[config.mk]
export PLATFORM = sky130hd
export DESIGN_NAME = cau_mul_cell
export DESIGN_NICKNAME = d
export VERILOG_FILES = /design/src/rtl/cau_pkg.sv /design/src/rtl/cau_mul_cell.sv
export SDC_FILE = /design/constraint.sdc
export NUM_CORES = 2
export LEC_CHECK = 0
export BUFFER_PORTS_ARGS = -buffer_cell sky130_fd_sc_hd__clkbuf_2
export CORE_AREA = 2 2 406 408
export CTS_CLUSTER_DIAMETER = 50
export DETAILED_ROUTE_END_ITERATION = 8
export DIE_AREA = 0 0 408 410
export HOLD_SLACK_MARGIN = 0.02
export PLACE_DENSITY = 0.54
export SETUP_SLACK_MARGIN = 0.3
export SYNTH_ARGS = -nofsm -noshare
export SYNTH_HDL_FRONTEND = slang
export SYNTH_SLANG_ARGS = --single-unit
[constraint.sdc]
create_clock -name clk -period 14 [get_ports clk]
set_clock_uncertainty 0.1 [all_clocks]
set_input_delay 2.1 -clock clk [delete_from_list [all_inputs] [get_ports clk]]
set_output_delay 2.1 -clock clk [all_outputs]
set_load 0.005 [all_outputs]
[src/rtl/cau_pkg.sv]
// Shared types and constants of the complex arithmetic unit.
// No dependencies; the files that use it refer to it by scoped names.
package cau_pkg;

  typedef enum logic [1:0] {
    CMD_ADD = 2'd0,
    CMD_SUB = 2'd1,
    CMD_MUL = 2'd2,
    CMD_DIV = 2'd3
  } cmd_t;

  // Product slots carried along the multiplier row.
  localparam int P_RR = 0;
  localparam int P_II = 1;
  localparam int P_RI = 2;
  localparam int P_IR = 3;
  localparam int P_DR = 4;
  localparam int P_DI = 5;
  localparam int NPROD = 6;

  typedef struct packed {
    cmd_t cmd;
    logic dz;
    logic ov;
    logic neg_re;
    logic neg_im;
    logic big_re;
    logic big_im;
  } ctl_t;

endpackage

[src/rtl/cau_mul_cell.sv]
// One cell of the multiplier row: adds one partial product to each of six products (the last cell subtracts it).
// Depends on cau_pkg.
module cau_mul_cell #(
  parameter int W = 32,
  parameter int IDX = 0
) (
  input  logic clk,
  input  logic rst,
  input  logic in_v,
  output logic in_rdy,
  input  cau_pkg::cmd_t in_cmd,
  input  logic [W-1:0] in_ar,
  input  logic [W-1:0] in_ai,
  input  logic [W-1:0] in_br,
  input  logic [W-1:0] in_bi,
  input  logic [cau_pkg::NPROD-1:0][2*W-1:0] in_acc,
  output logic out_v,
  input  logic out_rdy,
  output cau_pkg::cmd_t out_cmd,
  output logic [W-1:0] out_ar,
  output logic [W-1:0] out_ai,
  output logic [W-1:0] out_br,
  output logic [W-1:0] out_bi,
  output logic [cau_pkg::NPROD-1:0][2*W-1:0] out_acc
);

  localparam bit LAST = (IDX == W - 1);

  logic [cau_pkg::NPROD-1:0][W-1:0] mcand;
  logic [cau_pkg::NPROD-1:0][W-1:0] mplier;
  logic [cau_pkg::NPROD-1:0][2*W-1:0] acc_next;

  assign in_rdy = !out_v || out_rdy;

  always_comb begin
    mcand[cau_pkg::P_RR] = in_ar;  mplier[cau_pkg::P_RR] = in_br;
    mcand[cau_pkg::P_II] = in_ai;  mplier[cau_pkg::P_II] = in_bi;
    mcand[cau_pkg::P_RI] = in_ar;  mplier[cau_pkg::P_RI] = in_bi;
    mcand[cau_pkg::P_IR] = in_ai;  mplier[cau_pkg::P_IR] = in_br;
    mcand[cau_pkg::P_DR] = in_br;  mplier[cau_pkg::P_DR] = in_br;
    mcand[cau_pkg::P_DI] = in_bi;  mplier[cau_pkg::P_DI] = in_bi;
  end

  always_comb begin
    logic [2*W-1:0] term;
    for (int k = 0; k < cau_pkg::NPROD; k++) begin
      term = {{W{mcand[k][W-1]}}, mcand[k]} << IDX;
      if (!mplier[k][IDX]) begin
        acc_next[k] = in_acc[k];
      end else if (LAST) begin
        acc_next[k] = in_acc[k] - term;
      end else begin
        acc_next[k] = in_acc[k] + term;
      end
    end
  end

  always_ff @(posedge clk) begin
    if (rst) begin
      out_v <= 1'b0;
    end else if (in_rdy) begin
      out_v <= in_v;
    end
  end

  always_ff @(posedge clk) begin
    if (in_rdy && in_v) begin
      out_cmd <= in_cmd;
      out_ar  <= in_ar;
      out_ai  <= in_ai;
      out_br  <= in_br;
      out_bi  <= in_bi;
      out_acc <= acc_next;
    end
  end

endmodule

# Word level (Yosys, flattened, before mapping)
# Cells that the tools add are included.
[classes]
add_sub_neg = 6
n_mux = 6
reduce_logical = 3
[op_table]
columns = ["op", "n"]
rows = [
  ["$add 64x64->64", 6],
  ["$mux 64", 6],
  ["$logic_and 1x1->1", 1],
  ["$logic_not 1->1", 1],
  ["$logic_or 1x1->1", 1],
]
[word_totals]
register_bits = 515
inputBits = 518
out_inout_bits = 516

# Longest topological paths before layout
[logic_depth]
word_depth = 3
ltp_mapped = 12

# Least setup slack after synthesis
# OpenSTA, ideal clock, no wires.
[synth_timing]
path_type = "input -> register"
from = "input out_rdy"
to = "register out_acc[0] (netlist bit), enable pin"
t_arrival_ns = 13.883
required_time_ns = 12.953
slack_ns = -0.930
stages = 2
path_buffers = 0
cell_sequence = "nand2b_1 > and2_1"
[synth_between]
elab_chain_len = 2
[synth_rtl]
columns = ["element", "line_no", "rtl"]
rows = [
  ["from (decl)", "cau_mul_cell.sv:18", "input logic out_rdy,"],
  ["$logic_or 1x1->1", "cau_mul_cell.sv:33", "assign in_rdy = !out_v || out_rdy;"],
  ["$logic_and 1x1->1", "cau_mul_cell.sv:67", "if (in_rdy && in_v) begin"],
  ["to (signal assigned)", "cau_mul_cell.sv:73", "out_acc <= acc_next;"],
  ["to (decl)", "cau_mul_cell.sv:24", "output logic [cau_pkg::NPROD-1:0][2*W-1:0] out_acc"],
]
# Every way passes these cells.
# A chain may end at the register's enable or synchronous reset.

==> flow_metrics.env <==
export IMPL_status="complete, no violations"
export IMPL_design_core_area_um2=163500
export IMPL_synth_ff_type="edfxtp_1"
export IMPL_synth_largest_area_cell="edfxtp_1"
export IMPL_syn2layout_area_growth_pct=25.30
export IMPL_syn_inst=4315
export IMPL_start_kind="input pin"
export IMPL_die_area_um2=167300
export IMPL_vias=39210
export IMPL_drt_iter0_markers=2752
export IMPL_grt_pass1_wl_mm=254.9
export IMPL_hold_viol_final=0
export IMPL_grt_start_max_net_pins=132
export IMPL_nets=6168
export IMPL_cts_root_buffer="clkbuf_16"
export IMPL_netlist_top_cells_area="edfxtp_1 (36%), ha_1 (11%), mux2_2 (7.7%)"
export IMPL_cp_cell_sequence="buf_4, buf_4, ha_1, nand2_1, nor3_1, nand3_1, a21o_1, a211oi_4, o211ai_2, o311a_4, or3_1, o311ai_1"
export IMPL_hold_path_class="reg2reg"
export IMPL_synth_top_area_share_pct=36.46
export IMPL_final_common_cell="clkbuf_2"
export IMPL_worstMarginPinSlew_ns=1.040
export IMPL_cts_resized=0
export IMPL_drt_pass1_iterations=6
export IMPL_critical_path_top_delay_family="compound AO/OA/AOI/OAI gates"
export IMPL_cts_sinks=515
export IMPL_cap_violations=0
export IMPL_ant_nets=0
export IMPL_finalSetupViolations=0
export IMPL_grt_pass1_vias=37920
export IMPL_post_dp_hpwl_mm=146.6
export IMPL_h_tree_depth=3
export IMPL_end_kind="register"
export IMPL_ir_worst_vdd_mv=0.1008
export IMPL_power_density_nw_per_um2=116.1
export IMPL_rows=149
export IMPL_portBuffers=1033
export IMPL_clockBufferDepth=3
export IMPL_die_y_um=410
export IMPL_antenna_found_initial=51
export IMPL_final_cell_mix="clkbuf_2 (1029), edfxtp_1 (514), a21oi_1 (435)"
export IMPL_post_route_period_util_pct=41.89
export IMPL_fp_dieW_um=408
export IMPL_ys_warn_count=0
export IMPL_start_util_pct=25.89
export IMPL_gp_congestion=0.9506
export IMPL_grt_ovfl_total=0
export IMPL_syn_area_um2=42340
export IMPL_maxSlewViolCount=0
export IMPL_io_pins=1034
export IMPL_async_reset_ff_share_pct=0
export IMPL_slew_headroom_pct=30.01
export IMPL_synth_edff_count=514
export IMPL_path_class="in2reg"
export IMPL_cts_buffers=98
export IMPL_synth_seq_cells=515
export IMPL_worst_path_max_delay_cell="nor3_1"
export IMPL_p_leak_uw=0.02274
export IMPL_ctsHoldBuffers=0
export IMPL_fmax_mhz=170.5
export IMPL_crit_required_ns=14.44
export IMPL_min_period_ns=5.865
export IMPL_post_route_drc_count=0
export IMPL_max_stage_delay_ns=0.68
export IMPL_drive_gt1_share_pct=29.61
export IMPL_syn_mean_instance_area_um2=9.811
export IMPL_clk_pin_slew_ns=0.05
export IMPL_cp_max_fo=53
export IMPL_path_buf_inv=2
export IMPL_insertion_delay_ns=0.73
export IMPL_cts_tree="built"
export IMPL_wl_mm=179.4
export IMPL_final_util_pct=32.44
export IMPL_yosysUniqueCellTypes=100
export IMPL_syn_nets=5217
export IMPL_fin_tns_setup_ns=0
export IMPL_grt_usage_pct=20.41
export IMPL_rsz0062_at_grt="no"
export IMPL_yosysSeqAreaShare_pct=36.51
export IMPL_postCtsSetupRepairBufs=0
export IMPL_drt_wirelength_per_cell_um=23.73
export IMPL_crit_top_cell="buf_4"
export IMPL_avgViaCountPerCell=5.186
export IMPL_arrival_ns=6.30
-- cells in the mapped netlist, types with 8 or more instances --
master and count:
a221oi_1 11, nand2b_1 39, o221ai_1 11, or3_1 21
o211ai_1 33, and2_1 26, nand2_1 304, o21bai_1 91
and3_1 46, nor2_1 235, a21oi_1 435, a221o_1 10
o21ai_0 238, xnor2_1 182, a211o_1 22, o21a_1 36
buf_1 10, nand4_1 103, edfxtp_1 514, ha_1 378
nand3_1 93, a311oi_1 8, buf_2 19, o21ai_1 11
clkbuf_1 162, nor3_1 49, or2_2 9, o311ai_0 8
xor2_1 136, a31oi_1 62, a211oi_1 33, inv_1 110
mux2_2 289, o2111ai_1 14, o2bb2ai_1 8, a21boi_0 15
a21o_1 270, o31ai_1 30, nor4_1 13, nor2b_1 37
a31o_2 12
-- tightest hold or removal path: cells and delay by family (launching register included) --
| family | cells | cell delay, ns |
|---|---|---|
| flops | 1 | 0.30 |
| simple gates | 1 | 0.10 |
| compound gates | 1 | 0.07 |
-- cells by family after synthesis --
| group | count (synthesis) | share of synthesized area [%] |
|---|---|---|
| simple gates | 1019 | 11.68 |
| mux | 295 | 7.829 |
| xor+xnor | 318 | 6.579 |
| compound gates | 1474 | 23.08 |
| buf+inv | 310 | 2.876 |
| flops | 515 | 36.51 |
| fa+ha+maj | 384 | 11.46 |
-- power by group --
group | leakage, uW | switching (uW) | internal (uW)
sequential | 0.00498 | 54.0 | 1900
clock | 0.00161 | 970 | 1490
combinational | 0.0161 | 1030 | 716
-- state kept, by name (all words and copies together) (netlist names) --
register  cells
out_v         1
out_ar       32
out_cmd       2
out_ai       32
out_acc     384
out_br       32
out_bi       32
-- path summary, 6_finish.rpt --
| path | start | endpoint | slack, ns | cells past startpoint |
|---|---|---|---|---|
| max | in_ai[31] | out_acc[126] | 8.13 | 12 |
| min | out_v | out_v | 0.42 | 2 |
| max reg2reg | out_v | out_acc[254] | 10.30 | 5 |
| min reg2reg | out_v | out_v | 0.42 | 2 |
-- routing by layer --
| layer | track usage (%) | vias to the layer above | part of all wire [%] |
|---|---|---|---|
| li1 | - | 18570 | - |
| met1 | 23.93 | 18880 | 40 |
| met2 | 35.11 | 1450 | 49 |
| met3 | 5.981 | 277 | 8.4 |
| met4 | 7.522 | 38 | 3.3 |
| met5 | 0 | - | 0.13 |
-- metrics by stage --
step | instances | setup WS (ns) | total power [uW] | hold slack [ns] | instance area (um^2)
2_1_floorplan | 4315 | 4.911 | 3074 | 0.4223 | 42340
3_3_place_gp | 7355 | 7.411 | 3717 | 0.4017 | 49620
3_5_place_dp | 7355 | 7.428 | 3712 | 0.4165 | 49620
4_1_cts | 7539 | 8.192 | 6219 | 0.4238 | 52990
5_1_grt | 7550 | 7.987 | 6442 | 0.4677 | 53020
6_report | 7560 | 8.135 | 6157 | 0.4190 | 53040
-- area by class of cell --
type                    count  area [um^2]
inverters                 110        412.9
fillers                 17040       110500
multi-input cells        3490        25670
clock inverters            76        835.8
repair buffers           1051         5351
clock buffers             108         2532
flip-flops and latches    515        15450
diodes                     21        52.55
well taps                2189         2739
Power figures use the tool's default switching activity.
