### config.mk
export PLATFORM = sky130hd
export DESIGN_NAME = cau_prep
export DESIGN_NICKNAME = d
export VERILOG_FILES = /design/src/rtl/cau_pkg.sv /design/src/rtl/cau_prep.sv
export SDC_FILE = /design/constraint.sdc
export NUM_CORES = 2
export LEC_CHECK = 0
export ABC_AREA = 0
export BUFFER_PORTS_ARGS = -buffer_cell sky130_fd_sc_hd__buf_4
export CAP_MARGIN = 20
export CORE_UTILIZATION = 42
export CTS_CLUSTER_DIAMETER = 100
export DETAILED_ROUTE_END_ITERATION = 10
export MAX_ROUTING_LAYER = met4
export PLACE_DENSITY = 0.71
export REMOVE_ABC_BUFFERS = 1
export SYNTH_ARGS = -nofsm -noshare
export SYNTH_HDL_FRONTEND = slang
export SYNTH_SLANG_ARGS = --single-unit
### constraint.sdc
create_clock -name clk -period 17.3 [get_ports clk]
set_input_delay 0.865 -clock clk [delete_from_list [all_inputs] [get_ports clk]]
set_output_delay 0.865 -clock clk [all_outputs]
set_load 0.01 [all_outputs]
### src/rtl/cau_pkg.sv
// Shared types and constants of the complex arithmetic unit.
// No dependencies; the files that use it refer to it by scoped names.
package cau_pkg;

  typedef enum logic [1:0] {
    CMD_ADD = 2'd0,
    CMD_SUB = 2'd1,
    CMD_MUL = 2'd2,
    CMD_DIV = 2'd3
  } cmd_t;

  // Product slots carried along the multiplier row.
  localparam int P_RR = 0;
  localparam int P_II = 1;
  localparam int P_RI = 2;
  localparam int P_IR = 3;
  localparam int P_DR = 4;
  localparam int P_DI = 5;
  localparam int NPROD = 6;

  typedef struct packed {
    cmd_t cmd;
    logic dz;
    logic ov;
    logic neg_re;
    logic neg_im;
    logic big_re;
    logic big_im;
  } ctl_t;

endpackage

### src/rtl/cau_prep.sv
// Two stages between the rows: sums, saturation of add, subtract and multiply,
// and the divider setup (magnitudes, denominator, range check). Depends on cau_pkg.
module cau_prep #(
  parameter int W = 32,
  parameter int F = 16
) (
  input  logic clk,
  input  logic rst,
  input  logic in_v,
  output logic in_rdy,
  input  cau_pkg::cmd_t in_cmd,
  input  logic [W-1:0] in_ar,
  input  logic [W-1:0] in_ai,
  input  logic [W-1:0] in_br,
  input  logic [W-1:0] in_bi,
  input  logic [cau_pkg::NPROD-1:0][2*W-1:0] in_acc,
  output logic out_v,
  input  logic out_rdy,
  output cau_pkg::ctl_t out_ctl,
  output logic [2*W-1:0] out_d,
  output logic [2*W-1:0] out_rem_re,
  output logic [2*W-1:0] out_rem_im,
  output logic [W-1:0] out_nlo_re,
  output logic [W-1:0] out_nlo_im,
  output logic [W-1:0] out_res_re,
  output logic [W-1:0] out_res_im
);

  localparam int NW = 2 * W + F;
  localparam int CW = (W + F > 2 * W) ? (W + F) : (2 * W);

  logic s1_v;
  logic s1_rdy;
  cau_pkg::cmd_t s1_cmd;
  logic [W:0] s1_re_as, s1_im_as;
  logic [2*W:0] s1_mre, s1_mim, s1_nr, s1_ni;
  logic [2*W-1:0] s1_d;

  logic [W:0] re_as, im_as;
  logic [2*W-1:0] rr, ii, ri, ir, dr, di;

  assign in_rdy = !s1_v || s1_rdy;
  assign s1_rdy = !out_v || out_rdy;

  assign rr = in_acc[cau_pkg::P_RR];
  assign ii = in_acc[cau_pkg::P_II];
  assign ri = in_acc[cau_pkg::P_RI];
  assign ir = in_acc[cau_pkg::P_IR];
  assign dr = in_acc[cau_pkg::P_DR];
  assign di = in_acc[cau_pkg::P_DI];

  always_comb begin
    if (in_cmd == cau_pkg::CMD_SUB) begin
      re_as = {in_ar[W-1], in_ar} - {in_br[W-1], in_br};
      im_as = {in_ai[W-1], in_ai} - {in_bi[W-1], in_bi};
    end else begin
      re_as = {in_ar[W-1], in_ar} + {in_br[W-1], in_br};
      im_as = {in_ai[W-1], in_ai} + {in_bi[W-1], in_bi};
    end
  end

  always_ff @(posedge clk) begin
    if (rst) begin
      s1_v <= 1'b0;
    end else if (in_rdy) begin
      s1_v <= in_v;
    end
  end

  always_ff @(posedge clk) begin
    if (in_rdy && in_v) begin
      s1_cmd   <= in_cmd;
      s1_re_as <= re_as;
      s1_im_as <= im_as;
      s1_mre   <= {rr[2*W-1], rr} - {ii[2*W-1], ii};
      s1_mim   <= {ri[2*W-1], ri} + {ir[2*W-1], ir};
      s1_nr    <= {rr[2*W-1], rr} + {ii[2*W-1], ii};
      s1_ni    <= {ir[2*W-1], ir} - {ri[2*W-1], ri};
      s1_d     <= dr + di;
    end
  end

  logic [W-1:0] max_v, min_v;
  logic signed [2*W:0] sh_re, sh_im;
  logic [W+1:0] hi_re, hi_im;
  logic [2*W:0] abs_re, abs_im;
  logic [NW-1:0] n_re, n_im;
  logic [CW-1:0] nhi_re, nhi_im;
  logic big_re, big_im;
  cau_pkg::ctl_t ctl;
  logic [W-1:0] res_re, res_im;

  assign max_v = {1'b0, {(W-1){1'b1}}};
  assign min_v = {1'b1, {(W-1){1'b0}}};
  assign sh_re = $signed(s1_mre) >>> F;
  assign sh_im = $signed(s1_mim) >>> F;
  assign hi_re = sh_re[2*W:W-1];
  assign hi_im = sh_im[2*W:W-1];
  assign abs_re = s1_nr[2*W] ? ((~s1_nr) + {{(2*W){1'b0}}, 1'b1}) : s1_nr;
  assign abs_im = s1_ni[2*W] ? ((~s1_ni) + {{(2*W){1'b0}}, 1'b1}) : s1_ni;
  assign n_re = NW'(abs_re[2*W-1:0]) << F;
  assign n_im = NW'(abs_im[2*W-1:0]) << F;
  assign nhi_re = CW'(n_re[NW-1:W]);
  assign nhi_im = CW'(n_im[NW-1:W]);
  assign big_re = nhi_re >= CW'(s1_d);
  assign big_im = nhi_im >= CW'(s1_d);

  always_comb begin
    ctl.cmd = s1_cmd;
    ctl.dz = (s1_cmd == cau_pkg::CMD_DIV) && (s1_d == '0);
    ctl.neg_re = s1_nr[2*W];
    ctl.neg_im = s1_ni[2*W];
    ctl.big_re = big_re;
    ctl.big_im = big_im;
    ctl.ov = 1'b0;
    res_re = '0;
    res_im = '0;
    unique case (s1_cmd)
      cau_pkg::CMD_ADD, cau_pkg::CMD_SUB: begin
        res_re = (s1_re_as[W] != s1_re_as[W-1]) ? (s1_re_as[W] ? min_v : max_v)
                                                : s1_re_as[W-1:0];
        res_im = (s1_im_as[W] != s1_im_as[W-1]) ? (s1_im_as[W] ? min_v : max_v)
                                                : s1_im_as[W-1:0];
        ctl.ov = (s1_re_as[W] != s1_re_as[W-1]) || (s1_im_as[W] != s1_im_as[W-1]);
      end
      cau_pkg::CMD_MUL: begin
        res_re = (&hi_re || !(|hi_re)) ? sh_re[W-1:0] : (sh_re[2*W] ? min_v : max_v);
        res_im = (&hi_im || !(|hi_im)) ? sh_im[W-1:0] : (sh_im[2*W] ? min_v : max_v);
        ctl.ov = !(&hi_re || !(|hi_re)) || !(&hi_im || !(|hi_im));
      end
      cau_pkg::CMD_DIV: begin
        res_re = '0;
        res_im = '0;
      end
      default: begin
        res_re = '0;
        res_im = '0;
      end
    endcase
  end

  always_ff @(posedge clk) begin
    if (rst) begin
      out_v <= 1'b0;
    end else if (s1_rdy) begin
      out_v <= s1_v;
    end
  end

  always_ff @(posedge clk) begin
    if (s1_rdy && s1_v) begin
      out_ctl    <= ctl;
      out_d      <= s1_d;
      out_rem_re <= big_re ? '0 : nhi_re[2*W-1:0];
      out_rem_im <= big_im ? '0 : nhi_im[2*W-1:0];
      out_nlo_re <= n_re[W-1:0];
      out_nlo_im <= n_im[W-1:0];
      out_res_re <= res_re;
      out_res_im <= res_im;
    end
  end

endmodule

After elaboration in Yosys (flattened, before gate mapping):

Cells that the tools add are included.

* register bits: 690
* output and inout bits: 330
* logic and storage cells: 84

* add/subtract/negate cells: 11
* order comparisons: 2
* eq/ne operators: 6
* multiplexer cells: 15
* bitwise gates (word level): 2
* reductions and logical operators: 22

Operator list (number)
* 32-bit two-way mux: 8
* 32-bit case mux with 3 select lines: 2
* 64-bit by 64-bit adder with 65-bit output: 2
* 64-bit by 64-bit subtractor with 65-bit output: 2
* 64-bit by 1-bit adder with 64-bit output, second input constant: 2
* 48-bit by 64-bit >= comparator with 1-bit output: 2
* 64-bit two-way mux: 2
* 64-bit inverter: 2
* 32-bit by 32-bit adder with 33-bit output: 2
* 33-bit two-way mux: 2
* 32-bit by 32-bit subtractor with 33-bit output: 2
* 64-bit adder: 1
* 64-bit zero test: 1
* 18-bit AND reduction: 2
* 18-bit OR reduction: 2
* 1-bit zero test: 6
* 1-bit logical OR: 6
* 2-bit by 1-bit == test with 1-bit output, second input constant: 2
* 2-bit == test, second input constant: 2
* 1-bit logical AND: 3
* 2-bit zero test: 1
* 1-bit != test: 2
* 1-bit case mux with 2 select lines: 1
* 2-bit OR reduction: 1

Longest topological paths before layout:

* word-level depth: 6
* gate-level depth with buffers: 25
* depth with buffers taken out: 23

Least setup slack after synthesis:

No wires, ideal clock.

* path type: in2reg
* start: input out_rdy
* end: register out_ctl[0] (netlist bit), enable pin
* setup time: 926 ps
* arrival time: 12584 ps
* required time: 16374 ps
* slack: 3790 ps
* cell stages on the path: 2
* path buffers: 0
* path through: nor2b_1 -> nor2b_1

* word-level cells in the longest chain between the ends: 2

RTL lines
* start, declared: RTL line cau_prep.sv:18 `input logic out_rdy,`
* 1-bit logical OR: RTL line cau_prep.sv:43 `assign s1_rdy = !out_v || out_rdy;`
* 1-bit logical AND: RTL line cau_prep.sv:151 `if (s1_rdy && s1_v) begin`
* end signal, assigned: RTL line cau_prep.sv:152 `out_ctl <= ctl;`
* end, declared: RTL line cau_prep.sv:19 `output cau_pkg::ctl_t out_ctl,`

Every way passes these cells.
A chain may end at the register's enable or synchronous reset.

Worst setup path after layout:

* start: register s1_nr[5]
* end: register out_rem_re[9], data pin

* word-level cells in the longest chain between the ends: 4

RTL lines
* start, declared: RTL line cau_prep.sv:36 `logic [2*W:0] s1_mre, s1_mim, s1_nr, s1_ni;`
* start signal, assigned: RTL line cau_prep.sv:77 `s1_nr <= {rr[2*W-1], rr} + {ii[2*W-1], ii};`
* 64-bit inverter: RTL line cau_prep.sv:99 `assign abs_re = s1_nr[2*W] ? ((~s1_nr) + {{(2*W){1'b0}}, 1'b1}) : s1_nr;`
* 64-bit by 1-bit adder with 64-bit output: RTL line cau_prep.sv:99
* 64-bit two-way mux: RTL line cau_prep.sv:99
* net abs_re[60]: RTL line cau_prep.sv:86 `logic [2*W:0] abs_re, abs_im;`
* 48-bit by 64-bit >= comparator with 1-bit output: RTL line cau_prep.sv:105 `assign big_re = nhi_re >= CW'(s1_d);`
* end signal, assigned: RTL line cau_prep.sv:154 `out_rem_re <= big_re ? '0 : nhi_re[2*W-1:0];`
* end, declared: RTL line cau_prep.sv:21 `output logic [2*W-1:0] out_rem_re,`

The timed path passes the listed nets, and every way through them passes these cells.

==> results_dict.tcl <==
set metrics [dict create \
    status "finished, final reports clean" \
    fmax_mhz 152 \
    synthAdderAreaFrac_pct 12.9 \
    drtIter0Drc 3176 \
    p_comb_share_pct 31.6 \
    hold_start "rst" \
    synthMuxAreaShare_pct 0.0860 \
    post_cts_buffers 0 \
    arrival_ns 7.04 \
    port_buffers 783 \
    drc_errors 0 \
    finalSetupViolCount 0 \
    seq_power_share_pct 38.1 \
    worstPathRequired_ns 17.77 \
    antenna_found_initial 18 \
    synthCells 5028 \
    worstSetupEndpointType "register" \
    setup-tns-final_ns 0 \
    htree_levels 3 \
    fp.dieH_um 340 \
    hp-class "in -> reg" \
    areaGrowthSynthToFinish_pct 20.1 \
    synth_area_mm2 0.0480 \
    wire_per_inst_um 23.1 \
    cts_made_buffers 75 \
    powerDensity_mw_per_mm2 95.0 \
    r2r_slack_ns 10.73 \
    synth_top_family_by_area "compound AO/OA/AOI/OAI gates" \
    dp_slack_ns 10.47 \
    max_slew_margin_pct 25.5 \
    yosysUniqueCellTypes 84 \
    grt_first_pass_wirelength_um 247000 \
    critPathMaxFanout 32 \
    synth_ff_type "edfxtp_1" \
    antenna_left 0 \
    cts_resized 0 \
    synthSimpleGateAreaFrac_pct 13.3 \
    ios 848 \
    start_util_pct 42.5 \
    clock_skew_ns 0.0341 \
    max-clock-path-buffers 3 \
    finalCritPeriodShare_pct 38.0 \
    cp-start-kind "register" \
    via_per_inst 5.72 \
    num-nets-final 6720 \
    dieWidth_um 340 \
    grt_setup_unrepaired "no" \
    p_int_mw 3.65 \
    hold_viol 0 \
    power_leakage_nw 24.0 \
    tightest_slew_ns 1.09 \
    ys_ff_latch 626 \
    gp_congestion 0.991 \
    crit_start "s1_nr[5]" \
    async_reset_ff_share_pct 0 \
    clkTransAtPathRegs_ns 0.06 \
    drt_wl_total_um 168000 \
    fin_crit_ns 6.57 \
    grt_usage_pct 28.8 \
    timing.rr.start "s1_nr[5]" \
    core_mm2 0.113 \
    yosysSeqAreaShare_pct 39.1 \
    yosys_warnings 0 \
    drt_pre_antenna_iters 6 \
    synth-compound-area-share_pct 20.0 \
    rr_worst_depth 19 \
    synth_edf_count 624 \
    dpl.hpwl_um 136000 \
    worstSkewPairLatency_ns 0.66 \
    sw_frac_of_total_pct 33.4 \
    cts_tree "built" \
    cts_root_buffer "clkbuf_16" \
    maxCapViolations 0 \
    syn_area_per_cell_um2 9.54 \
    routed-via-count 41657 \
    reg2reg_to "out_rem_re[9]" \
    p_total_mw 5.48 \
    power.share.clock_pct 30.4 \
    first_global_vias 40104 \
    netSwitchingPower_mw 1.83 \
    slew_violations 0 \
    drive_above_1_share_pct 17.2 \
    cp-endpoint "out_rem_re[9]" \
    cts_sinks 626 \
    synth_xor_area_share_pct 9.13 \
    vdd_drop_max_uv 74.7 \
    grt_max_degree 140 \
    grt.overflow.total 0 \
    setup_slack_ns 10.73 \
    rows 123 \
    die_area_mm2 0.116 \
    critical_path_class "reg -> reg" \
    cts.hold.buffers_added 0 \
]
metal layers:
layer	wire, µm	vias up	track usage [%]
li1	-	19784	-
met1	70700	20032	36.1
met2	78800	1584	46.1
met3	12300	257	5.36
met4	6200	0	10.7
met5	0	-	-
layout make-up:
| type | count | area [µm²] |
|---|---|---|
| clock inverters | 50 | 598 |
| clock buffers | 85 | 1960 |
| fillers | 10514 | 55300 |
| multi-input cells | 3828 | 26900 |
| flip-flops and latches | 626 | 18800 |
| diodes | 15 | 37.5 |
| repair buffers | 809 | 6120 |
| inverters | 370 | 1390 |
| well taps | 1500 | 1880 |
cell usage after synthesis, drive strengths merged (39+ instances only):
cell type | count | share of area, %
and3 | 69 | 0.90
nand4 | 76 | 0.99
a21oi | 534 | 5.6
ha | 487 | 13
o22ai | 68 | 0.89
nand3 | 67 | 0.71
o21ai | 227 | 2.4
o21bai | 99 | 1.5
nand2 | 218 | 1.7
o41ai | 39 | 0.77
a21o | 153 | 2.4
nor2b | 40 | 0.52
edfxtp | 624 | 39
buf | 78 | 1.1
o31ai | 73 | 1.2
nor3 | 104 | 1.1
inv | 370 | 2.9
xor2 | 94 | 1.7
or3 | 42 | 0.58
nor4 | 92 | 1.3
xnor2 | 406 | 7.4
a21boi | 63 | 0.99
clkbuf | 189 | 1.5
nand2b | 62 | 0.82
nor2 | 392 | 3.1
cells in the final DEF, fill, tap and decap left out, types with 38 or more instances in the layout:
master	n
xnor2_1	406
a21o_1	153
o21ai_0	215
a21oi_1	534
nor2b_1	38
nand2_1	218
xor2_1	94
ha_1	487
o22ai_1	68
o21bai_1	99
or3_1	39
conb_1	64
and3_1	69
nor2_1	388
inv_1	369
o31ai_1	71
a21boi_0	49
nand4_1	76
edfxtp_1	624
buf_4	805
nand3_1	66
clkbuf_16	77
nand2b_1	60
nor4_1	89
nor3_1	104
kinds of logic (layout without fill, tap and decap cells):
logic type / Yosys count / count (layout)
AO/OA/AOI/OAI: 1505 / 1505
AND/OR/NAND/NOR: 1263 / 1263
buffers and inverters: 637 / 1314
flip-flops: 626 / 626
XOR/XNOR: 500 / 500
adder cells (fa/ha/maj): 492 / 492
multiplexers: 4 / 4
other: 1 / 79
sequential cells by signal (all words and copies together), names as in the netlist, 48 cells and up:
register and count:
out_rem_re 48, out_d 64, s1_mim 49, s1_ni 65
s1_d 64, s1_mre 49, out_rem_im 48, s1_nr 65
stage by stage:
step / area [µm²] / hold WS (ns) / cells / utilization [%]
final: 57600 / 0.381 / 7283 / 51.0
after global routing: 57600 / 0.354 / 7283 / 51.0
after detailed placement: 55000 / 0.439 / 7131 / 48.7
after global placement: 55000 / 0.433 / 7130 / 48.7
after CTS: 57600 / 0.332 / 7266 / 51.0
after floorplan: 47000 / 0.426 / 4824 / -
critical path: stages (launching register included):
cell,delay [ns]
edfxtp_1,0.42
or4_4,0.60
nor4_2,0.39
nand3_1,0.31
or4_1,0.64
or3_1,0.42
or4_4,0.46
nor3_1,0.20
nand2_1,0.22
o41ai_2,0.31
xnor2_1,0.13
ha_1,0.19
a21o_1,0.18
a21o_1,0.17
a221oi_1,0.37
o221ai_1,0.24
a211oi_1,0.39
o21ai_4,0.26
buf_16,0.24
a21boi_0,0.22
power groups by stage:
stage	clock network (mW)	registers, mW	logic, mW
2_1_floorplan	0	2.12	1.06
3_3_place_gp	0	2.11	1.68
4_1_cts	1.69	2.08	1.72
6_report	1.66	2.09	1.73
3_5_place_dp	0	2.11	1.71
5_1_grt	1.75	2.10	1.90
worst min-delay path by stage:
stage / endpoint / cells after the start
finish: out_v / 2
global route: out_v / 2
floorplan: out_d[25] / 0
detailed placement: out_d[50] / 0
CTS: out_v / 2
global placement: out_d[53] / 0
Power figures use the tool's default switching activity.
