### config.mk
export PLATFORM = sky130hd
export DESIGN_NAME = cau_div_cell
export DESIGN_NICKNAME = d
export VERILOG_FILES = /design/src/rtl/cau_pkg.sv /design/src/rtl/cau_div_cell.sv
export SDC_FILE = /design/constraint.sdc
export NUM_CORES = 1
export LEC_CHECK = 0
export BUFFER_PORTS_ARGS = -buffer_cell sky130_fd_sc_hd__clkbuf_2
export CAP_MARGIN = 5
export CORE_AREA = 2 2 312 314
export DETAILED_ROUTE_END_ITERATION = 12
export DIE_AREA = 0 0 314 316
export GPL_TIMING_DRIVEN = 0
export SYNTH_ARGS = -nofsm -noshare
export SYNTH_HDL_FRONTEND = slang
export SYNTH_SLANG_ARGS = --single-unit
### constraint.sdc
create_clock -name clk -period 10.8 [get_ports clk]
set_input_delay 1.08 -clock clk [delete_from_list [all_inputs] [get_ports clk]]
set_output_delay 1.08 -clock clk [all_outputs]
set_load 0.02 [all_outputs]
### src/rtl/cau_pkg.sv
// Shared types and constants of the complex arithmetic unit.
// No dependencies; the files that use it refer to it by scoped names.
package cau_pkg;

  typedef enum logic [1:0] {
    CMD_ADD = 2'd0,
    CMD_SUB = 2'd1,
    CMD_MUL = 2'd2,
    CMD_DIV = 2'd3
  } cmd_t;

  // Product slots carried along the multiplier row.
  localparam int P_RR = 0;
  localparam int P_II = 1;
  localparam int P_RI = 2;
  localparam int P_IR = 3;
  localparam int P_DR = 4;
  localparam int P_DI = 5;
  localparam int NPROD = 6;

  typedef struct packed {
    cmd_t cmd;
    logic dz;
    logic ov;
    logic neg_re;
    logic neg_im;
    logic big_re;
    logic big_im;
  } ctl_t;

endpackage

### src/rtl/cau_div_cell.sv
// One cell of the divider row: one restoring quotient bit for each of the two quotients.
// Depends on cau_pkg.
module cau_div_cell #(
  parameter int W = 32
) (
  input  logic clk,
  input  logic rst,
  input  logic in_v,
  output logic in_rdy,
  input  cau_pkg::ctl_t in_ctl,
  input  logic [2*W-1:0] in_d,
  input  logic [2*W-1:0] in_rem_re,
  input  logic [2*W-1:0] in_rem_im,
  input  logic [W-1:0] in_nlo_re,
  input  logic [W-1:0] in_nlo_im,
  input  logic [W-1:0] in_q_re,
  input  logic [W-1:0] in_q_im,
  input  logic [W-1:0] in_res_re,
  input  logic [W-1:0] in_res_im,
  output logic out_v,
  input  logic out_rdy,
  output cau_pkg::ctl_t out_ctl,
  output logic [2*W-1:0] out_d,
  output logic [2*W-1:0] out_rem_re,
  output logic [2*W-1:0] out_rem_im,
  output logic [W-1:0] out_nlo_re,
  output logic [W-1:0] out_nlo_im,
  output logic [W-1:0] out_q_re,
  output logic [W-1:0] out_q_im,
  output logic [W-1:0] out_res_re,
  output logic [W-1:0] out_res_im
);

  logic [2*W:0] t_re, t_im, dx, dif_re, dif_im;
  logic ge_re, ge_im;

  assign in_rdy = !out_v || out_rdy;
  assign dx = {1'b0, in_d};
  assign t_re = {in_rem_re, in_nlo_re[W-1]};
  assign t_im = {in_rem_im, in_nlo_im[W-1]};
  assign ge_re = t_re >= dx;
  assign ge_im = t_im >= dx;
  assign dif_re = ge_re ? (t_re - dx) : t_re;
  assign dif_im = ge_im ? (t_im - dx) : t_im;

  always_ff @(posedge clk) begin
    if (rst) begin
      out_v <= 1'b0;
    end else if (in_rdy) begin
      out_v <= in_v;
    end
  end

  always_ff @(posedge clk) begin
    if (in_rdy && in_v) begin
      out_ctl    <= in_ctl;
      out_d      <= in_d;
      out_rem_re <= dif_re[2*W-1:0];
      out_rem_im <= dif_im[2*W-1:0];
      out_nlo_re <= in_nlo_re << 1;
      out_nlo_im <= in_nlo_im << 1;
      out_q_re   <= {in_q_re[W-2:0], ge_re};
      out_q_im   <= {in_q_im[W-2:0], ge_im};
      out_res_re <= in_res_re;
      out_res_im <= in_res_im;
    end
  end

endmodule

Yosys cells after proc, flatten, opt, wreduce, memory -nomap -nowiden
Index checks and enable logic that the tools add are counted.
Widths: inputs -> output; s select.
- reduce and logical (&&, ||, !) cells: 3
- muxes and demuxes: 2
- add/subtract/negate cells: 2
- $lt $le $gt $ge: 2
- operators with widths (operator ; number):
    $ge 65x64->1 ; 2
    $mux 64 ; 2
    $sub 64x64->64 ; 2
    $logic_and 1x1->1 ; 1
    $logic_not 1->1 ; 1
    $logic_or 1x1->1 ; 1
- input port bits: 396
- output and inout bits: 394
- word-level logic and storage cells: 26
- register bits: 391

Logic depth before layout (Yosys ltp)
Gate-level depths: netlist of run 1.
- depth after elaboration: 3
- mapped depth: 15
- gate-level depth less buffers: 13

Worst setup path before layout of run 1
No wires, ideal clock.
- path kind: in2reg
- start: input out_rdy
- end: register out_ctl[0] in the netlist's numbering (enable)
- stages on the path: 2
- arrival: 10.195 ns
- data required time: 9.998 ns
- setup time: 0.802 ns
- path buffers: 0
- slack: -0.196 ns
- cells stage by stage: nand2b_1 and2_1
- cells in the longest elaborated chain, start to end: 2
- ends and longest elaborated chain (item ; RTL line ; RTL):
    start: declaration ; cau_div_cell.sv:21 ; input logic out_rdy,
    $logic_or 1x1->1 ; cau_div_cell.sv:37 ; assign in_rdy = !out_v || out_rdy;
    $logic_and 1x1->1 ; cau_div_cell.sv:55 ; if (in_rdy && in_v) begin
    end signal: assignment ; cau_div_cell.sv:56 ; out_ctl <= in_ctl;
    end: declaration ; cau_div_cell.sv:22 ; output cau_pkg::ctl_t out_ctl,
Every way passes these cells.
A chain may end at the register's enable or synchronous reset.

Worst setup path in the final report of run 1
- start: input in_d[19]
- end: register out_rem_re[1], data pin
- cells in the longest elaborated chain, start to end: 2
- ends and longest elaborated chain (item ; RTL line ; RTL):
    start: declaration ; cau_div_cell.sv:11 ; input logic [2*W-1:0] in_d,
    $ge 65x64->1 ; cau_div_cell.sv:41 ; assign ge_re = t_re >= dx;
    $mux 64 ; cau_div_cell.sv:43 ; assign dif_re = ge_re ? (t_re - dx) : t_re;
    named net dif_re[1] ; cau_div_cell.sv:34 ; logic [2*W:0] t_re, t_im, dx, dif_re, dif_im;
    end signal: assignment ; cau_div_cell.sv:58 ; out_rem_re <= dif_re[2*W-1:0];
    end: declaration ; cau_div_cell.sv:24 ; output logic [2*W-1:0] out_rem_re,
The timed path passes the listed nets, and every way through them passes these cells.

==> implementation parameters, run 1 <==
Parameter                              Value

Status
  Outcome    finished, final reports clean

Synth
  Number of flops mapped to enable cells by yosys    390
  Proportion of register bits with asynchronous set or reset after synthesis    0
  Cell types with the largest area share after synthesis    sky130_fd_sc_hd__edfxtp_1 (54%), sky130_fd_sc_hd__ha_1 (7.4%), sky130_fd_sc_hd__mux2_4 (4.1%)
  Yosys warning total    0
  Post-synthesis instance area    roughly 0.022 sq mm
  Synth cell types    approximately 80
  Area share of the largest cell type after synthesis    0.544
  Cell count after synthesis    1,859
  Cell taking the most area after synthesis    sky130_fd_sc_hd__edfxtp_1
  Number of synthesized register bits    ~390
  Avg Cell Area, Syn    between 10 and 15 sq um
  Primary FF master, synth    sky130_fd_sc_hd__edfxtp_1
  Sequential area share after synthesis    0.545

Global routing
  Number of global-route vias before repair    between 15k and 20k
  Global-route usage over all layers    0.205
  Total congestion overflow after global routing    0
  Antenna violations before repair    35
  Pin count of the biggest net entering global routing    70
  Wire length of the first global-routing pass    141 mm

Worst setup path
  Start of the worst register-to-register path    out_v
  Slowest Stage Delay on Critical Path    810 ps
  R2R Setup Slk    between 8000 and 9000 ps
  CP Capture Type    register
  Required @ worst endpoint    approximately 11,000 ps
  Slowest stage cell, crit path    sky130_fd_sc_hd__a221oi_1
  Endpoint of the lowest-slack register-to-register path    out_rem_re[4]
  Crit path DAT    about 5500 ps
  Highest fanout seen on the critical path    10
  Critical-path cell list    clkbuf_2 > inv_1 > ha_1 > clkbuf_1 > nand2_1 > o21ai_0 > a221oi_1 > a211oi_1 > a221o_1 > o2111ai_1 > and3b_1 > buf_4 > buf_4 > buf_2 > o21ai_0
  Length in cells of the worst reg-to-reg path    4
  Element type at the critical path start    input port
  Critical setup path kind    in2reg

Final layout
  Net total in the final layout    ~3.2k
  Most common cell after layout, fill and taps aside    sky130_fd_sc_hd__clkbuf_2
  Final std cells w/o fill    just over 4k
  Area Overhead vs Synth    34.7%
  Top library cells by usage in the layout, fill and taps aside    sky130_fd_sc_hd__clkbuf_2 (785), sky130_fd_sc_hd__edfxtp_1 (390), sky130_fd_sc_hd__nand2_1 (183)
  Share of final-layout standard cells stronger than drive strength 1    0.355

Timing
  Worst hold margin    roughly 560 ps
  Tightest slew margin relative to the limit    0.220
  Share of the cycle needed by the critical path after routing    0.481
  Max-slew violations    0
  Worst clock skew    17.3 ps
  Setup TNS after final layout    0 ps
  Final critical-path required period    around 5200 ps
  Number of hold-slack violations in the final timing report    0
  Slew at the pin closest to its max-slew limit    roughly 1200 ps
  Maximum clock rate    slightly below 200 MHz
  Unrepaired setup endpoints after global routing    no
  Count of final setup violators    0

Route
  Number of design rule violations left after detail routing    0
  Wirelength per Cell    roughly 26 microns
  Number of DRC violations after detailed-routing iteration 0    around 1.1k
  Drt via density    about 4.6
  Via count    between 15k and 20k
  Total iterations of the first detailed-routing run    7
  Final wirelength    107 mm
  Antenna-violating nets left    0

Power
  Total leakage power    roughly 12 nW
  Power density over cell area    approximately 170 mW/mm^2
  Worst ir drop on vdd    ~0.11 mV

Place
  Cell Count Post-Placement    ~4k
  Half-perimeter wire length after detailed placement    between 90 and 100 mm
  Final Wtd Congestion    around 0.89
  IO buf count    approximately 800

Floorplan
  Placement row count    114
  Number of top-level pins    a little under 800
  Floorplan die width    between 300 and 400 microns
  Placeable Area    0.0960 sq mm
  Initial core utilization    0.224
  Floorplan die area    ~0.099 sq mm
  Die outline height    316 microns

Clock network
  Clk sink count    around 400
  Number of hold buffers added after cts    0
  CTS HTree Levels    2
  Resized Gates After CTS    0
  Worst-path clk slew    60 ps
  Maximum root-to-sink buffer count    3
  Clock buffer count from CTS    52
  Clock tree from TritonCTS    done
  Post-CTS Setup Repair Bufs    0
  Clock insertion delay at the later pin of the skew report    640 ps
  Root Buffer Master    sky130_fd_sc_hd__clkbuf_16

Run
  Count of max-cap constraint violations    0

Min path
  Startpoint of the tightest hold check path    out_v
  Worst min-delay path category    reg2reg
  Worst hold path cell count    2
  Worst-case hold path end point    out_v
-- logic make-up after synthesis --
kind of cell / synth area share
AO/OA/AOI/OAI: 0.151
AND/OR/NAND/NOR: 0.0966
flip-flops: 0.545
buffers and inverters: 0.0381
adder cells (fa/ha/maj): 0.0763
XOR/XNOR: 0.0464
multiplexers: 0.0458
other: 0.000174
-- registers in the layout (all words and copies together), names as in the netlist --
| register | cells |
|---|---|
| out_res_im | 32 |
| out_q_im | 32 |
| out_nlo_im | 31 |
| out_res_re | 32 |
| out_rem_im | 64 |
| out_d | 64 |
| out_nlo_re | 31 |
| out_q_re | 32 |
| out_rem_re | 64 |
| out_ctl | 8 |
| out_v | 1 |
-- metal layers --
metal | vias up | part of all wire | global-route usage
met5 | - | 0.0019 | 0
met4 | 32 | 0.031 | 0.0609
met3 | 149 | 0.075 | 0.0599
met2 | 701 | 0.52 | 0.379
met1 | 9004 | 0.37 | 0.225
li1 | 8669 | - | -
-- report_power, final --
group,internal [mW],switching [mW],total [mW]
logic,0.434,0.769,1.20
clock network,1.07,0.745,1.81
registers,1.84,0.0349,1.87
total,3.34,1.55,4.89
-- worst max-delay path by stage --
stage	from	endpoint	slack, ps	depth (start not counted)
after floorplan	out_rdy	out_ctl[0]	4190	2
after global placement	out_rdy	out_rem_im[55]	1750	3
after detailed placement	in_d[20]	out_rem_re[1]	4810	14
after CTS	in_d[20]	out_rem_re[1]	5470	14
after global routing	in_d[19]	out_rem_re[1]	5260	15
final	in_d[19]	out_rem_re[1]	5600	15
-- layout make-up --
type                            instances  area (sq um)
Timing Repair Buffer                  791          4090
Inverter                              112           428
Fill cell                           10000         67000
Antenna cell                           10          25.0
Sequential cell                       391         11700
Tap cell                             1276          1600
Multi-Input combinational cell       1286          8970
Buffer                                 71           392
Clock buffer                           61          1360
Clock inverter                         34           393
-- through the flow --
| stage | instance area, sq um | util | setup WS (ps) | power, mW |
|---|---|---|---|---|
| 2_1_floorplan | 21500 | - | 4190 | 2.65 |
| 3_3_place_gp | 27000 | 0.282 | 1750 | 3.13 |
| 3_5_place_dp | 27200 | 0.283 | 4810 | 3.11 |
| 4_1_cts | 29000 | 0.302 | 5470 | 4.96 |
| 5_1_grt | 29000 | 0.302 | 5260 | 5.10 |
| 6_report | 29000 | 0.302 | 5600 | 4.89 |
-- critical path: cells and delay by family --
kind,cells,cell delay [ps]
AOI/OAI and AO/OA,6,1990
buffers and inverters,6,1430
and+or+nand+nor,2,670
adders and majority gates,1,310
-- synthesized netlist by cell type, drive strengths merged, types with 4 or more instances --
library cell / number
and4: 4
nand4: 44
ha: 128
o311ai: 4
o21ai: 152
o211ai: 12
clkbuf: 51
a21o: 45
o31a: 4
a211oi: 14
nand2: 183
or2: 4
a21boi: 7
edfxtp: 390
a31oi: 10
and2: 10
buf: 20
nor2: 91
nor3: 29
o21a: 14
nand3: 21
mux2: 66
o21bai: 39
a221oi: 4
nor2b: 10
o41ai: 5
inv: 112
xnor2: 76
nor4: 9
nand2b: 11
a21oi: 172
a41oi: 4
xor2: 38
o31ai: 8
or3: 9
and3: 10
(Power assumes the default switching activity.)
==> inputs of run 2 (changes only) <==
Settings changed: CORE_AREA 2 2 312 314 to 2 2 305 307, DIE_AREA 0 0 314 316 to 0 0 307 309.
Clock period 10.8 ns to 5.4 ns, I/O delays scaled along.
==> run 2 against run 1 <==
- count of clock-buffer cells in the layout is 8 lower
- first-iteration DRC count is 22% higher
- sequential share of layout area is 0.18 points higher
- design area is 0.45% lower
- sequential power is 100% higher
- worst setup slack worse by 4700 ps
- die area is 4.4% lower
- sequential cell count stayed put
- global-route usage is 1.1 points higher
- utilization is 1.4 points higher
==> implementation parameters, run 2 (same netlist as run 1, synthesis figures left out) <==
Parameter                              Value

Clock network
  Post-CTS Setup Repair Bufs    0 (unchanged)
  Clock insertion delay at the later pin of the skew report    630 ps (about the same)
  Clk sink count    391 (unchanged)
  Resized Gates After CTS    0 (unchanged)
  Clock buffer count from CTS    51 (-1.9%)
  Maximum root-to-sink buffer count    3 (unchanged)
  Root Buffer Master    sky130_fd_sc_hd__clkbuf_16
  Number of hold buffers added after cts    0 (unchanged)
  Clock tree from TritonCTS    done
  CTS HTree Levels    2 (unchanged)
  Worst-path clk slew    60 ps (about the same)

Global routing
  Wire length of the first global-routing pass    141 mm (about the same)
  Number of global-route vias before repair    18.1k (+2.2%)
  Global-route usage over all layers    0.216 (+0.0108)
  Antenna violations before repair    40 (+14%)
  Total congestion overflow after global routing    0 (unchanged)
  Pin count of the biggest net entering global routing    65 (-7.1%)

Timing
  Count of final setup violators    0 (unchanged)
  Max-slew violations    0 (unchanged)
  Maximum clock rate    between 200 and 250 MHz
  Slew at the pin closest to its max-slew limit    1260 ps (+91.5 ps)
  Number of hold-slack violations in the final timing report    0 (unchanged)
  Tightest slew margin relative to the limit    0.159 (-0.0613)
  Unrepaired setup endpoints after global routing    no
  Share of the cycle needed by the critical path after routing    0.840
  Worst clock skew    23.4 ps (+6.12 ps)
  Worst hold margin    61.4 ps (-494 ps)
  Final critical-path required period    4540 ps

Min path
  Worst min-delay path category    in2reg

Power
  Total leakage power    12.5 nW (about the same)
  Internal Pwr Total    6.64 mW (+99%)
  Part of the total power dissipated in combinational logic    0.247 (about the same)
  Part of the total power dissipated in the clock network    0.368 (-0.003)
  Part of the total power dissipated in sequential elements    0.385 (+0.002)
  Switching Share    0.318 (+0.00133)
  P_sw    3.09 mW (+100%)
  Worst ir drop on vdd    0.193 mV (+71%)
  Power density over cell area    337 mW/mm^2 (+100%)

Run
  Count of max-cap constraint violations    0 (unchanged)

Status
  Outcome    finished, final reports clean

Route
  Wirelength per Cell    27.2 microns (+2.7%)
  Final wirelength    107 mm (+0.33%)
  Antenna-violating nets left    0 (unchanged)
  Total iterations of the first detailed-routing run    5 (-2)
  Drt via density    4.71 (+2.3%)
  Number of DRC violations after detailed-routing iteration 0    1,390 (+22%)
  Number of design rule violations left after detail routing    0 (unchanged)
  Via count    18.5k (-0.032%)

Final layout
  Leading registers by flop count    out_d (64), out_rem_im (64), out_rem_re (64)
  Sequential cell area    0.0117 sq mm (unchanged)
  Multi-input logic area    0.00897 sq mm (unchanged)
  Most common cell after layout, fill and taps aside    sky130_fd_sc_hd__clkbuf_2
  Final Util    0.316 (+0.0138)
  Area Overhead vs Synth    34.1%
  Net total in the final layout    3,230 (-0.031%)
  Share of final-layout standard cells stronger than drive strength 1    0.357 (+0.00159)
  Top library cells by usage in the layout, fill and taps aside    sky130_fd_sc_hd__clkbuf_2 (785), sky130_fd_sc_hd__edfxtp_1 (390), sky130_fd_sc_hd__nand2_1 (183)
  Number of fill cells    9,546 (-4.7%)

Worst setup path
  Element type at the critical path start    input port
  Highest fanout seen on the critical path    10 (unchanged)
  Critical setup path kind    in2reg
  Required @ worst endpoint    5800 ps (-5330 ps)
  Crit path DAT    4940 ps (-580 ps)
  CP Capture Type    register

Floorplan
  Number of top-level pins    790 (unchanged)
  Placeable Area    0.0914 sq mm (-4.8%)
  Floorplan die width    307 microns (-2.2%)
  Die outline height    309 microns (-2.2%)
  Placement row count    111 (-2.6%)
  Initial core utilization    0.235 (+0.0113)
  Floorplan die area    0.0949 sq mm (-4.4%)

Place
  IO buf count    785 (unchanged)
  Half-perimeter wire length after detailed placement    91.0 mm (+0.65%)
  Final Wtd Congestion    0.888 (about the same)
run 2: final cells by class:
cell class	count	share of cell area
multi-input cells	1286	0.311
clock buffers	53	0.0452
repair buffers	791	0.142
flip-flops and latches	391	0.407
plain buffers	71	0.0136
inverters	112	0.0148
diodes	9	0.000780
clock inverters	41	0.0148
well taps	1186	0.0514
run 2: power groups by stage:
stage / Combinational [mW] / Clock, mW / Sequential, mW
2_1_floorplan: 1.14 / 0 / 4.14
3_3_place_gp: 2.39 / 0 / 3.83
3_5_place_dp: 2.41 / 0 / 3.81
4_1_cts: 2.43 / 3.69 / 3.75
5_1_grt: 2.58 / 3.78 / 3.77
6_report: 2.40 / 3.59 / 3.75
run 2: final timing paths:
check | from | endpoint | slack [ps] | cells after the start
max | in_d[20] | out_rem_re[56] | 860 | 15
min | rst | out_v | 60 | 2
max reg2reg | out_v | out_rem_im[2] | 3150 | 4
min reg2reg | out_v | out_v | 570 | 2
run 2: stage by stage:
step | instances | worst slack, ps | power, mW | TNS (ps) | area (sq um)
6_report | 3940 | 864 | 9.74 | 0 | 28900
5_1_grt | 3934 | 493 | 10.1 | 0 | 28800
4_1_cts | 3931 | 732 | 9.87 | 0 | 28800
3_5_place_dp | 3837 | 102 | 6.22 | 0 | 27100
3_3_place_gp | 3831 | -18.8 | 6.22 | -1050 | 26900
2_1_floorplan | 1860 | 1410 | 5.28 | 0 | 21500
run 2: critical path, stage by stage:
cell	delay, ps
sky130_fd_sc_hd__clkbuf_2	150
sky130_fd_sc_hd__inv_1	110
sky130_fd_sc_hd__ha_1	390
sky130_fd_sc_hd__a21oi_1	210
sky130_fd_sc_hd__o21ai_0	160
sky130_fd_sc_hd__a221oi_1	850
sky130_fd_sc_hd__a211oi_1	220
sky130_fd_sc_hd__a221o_1	370
sky130_fd_sc_hd__o2111ai_1	190
sky130_fd_sc_hd__and3b_1	500
sky130_fd_sc_hd__buf_4	370
sky130_fd_sc_hd__buf_4	290
sky130_fd_sc_hd__buf_2	350
sky130_fd_sc_hd__nand2_1	100
sky130_fd_sc_hd__o31ai_1	100
run 2: routing by layer:
metal  share of wire  track usage  up-vias
met1            0.36        0.222     8927
met3           0.087       0.0787      203
met2            0.51        0.394      703
li1                -            -     8662
met4           0.045       0.0880       54
met5          0.0031            0        -
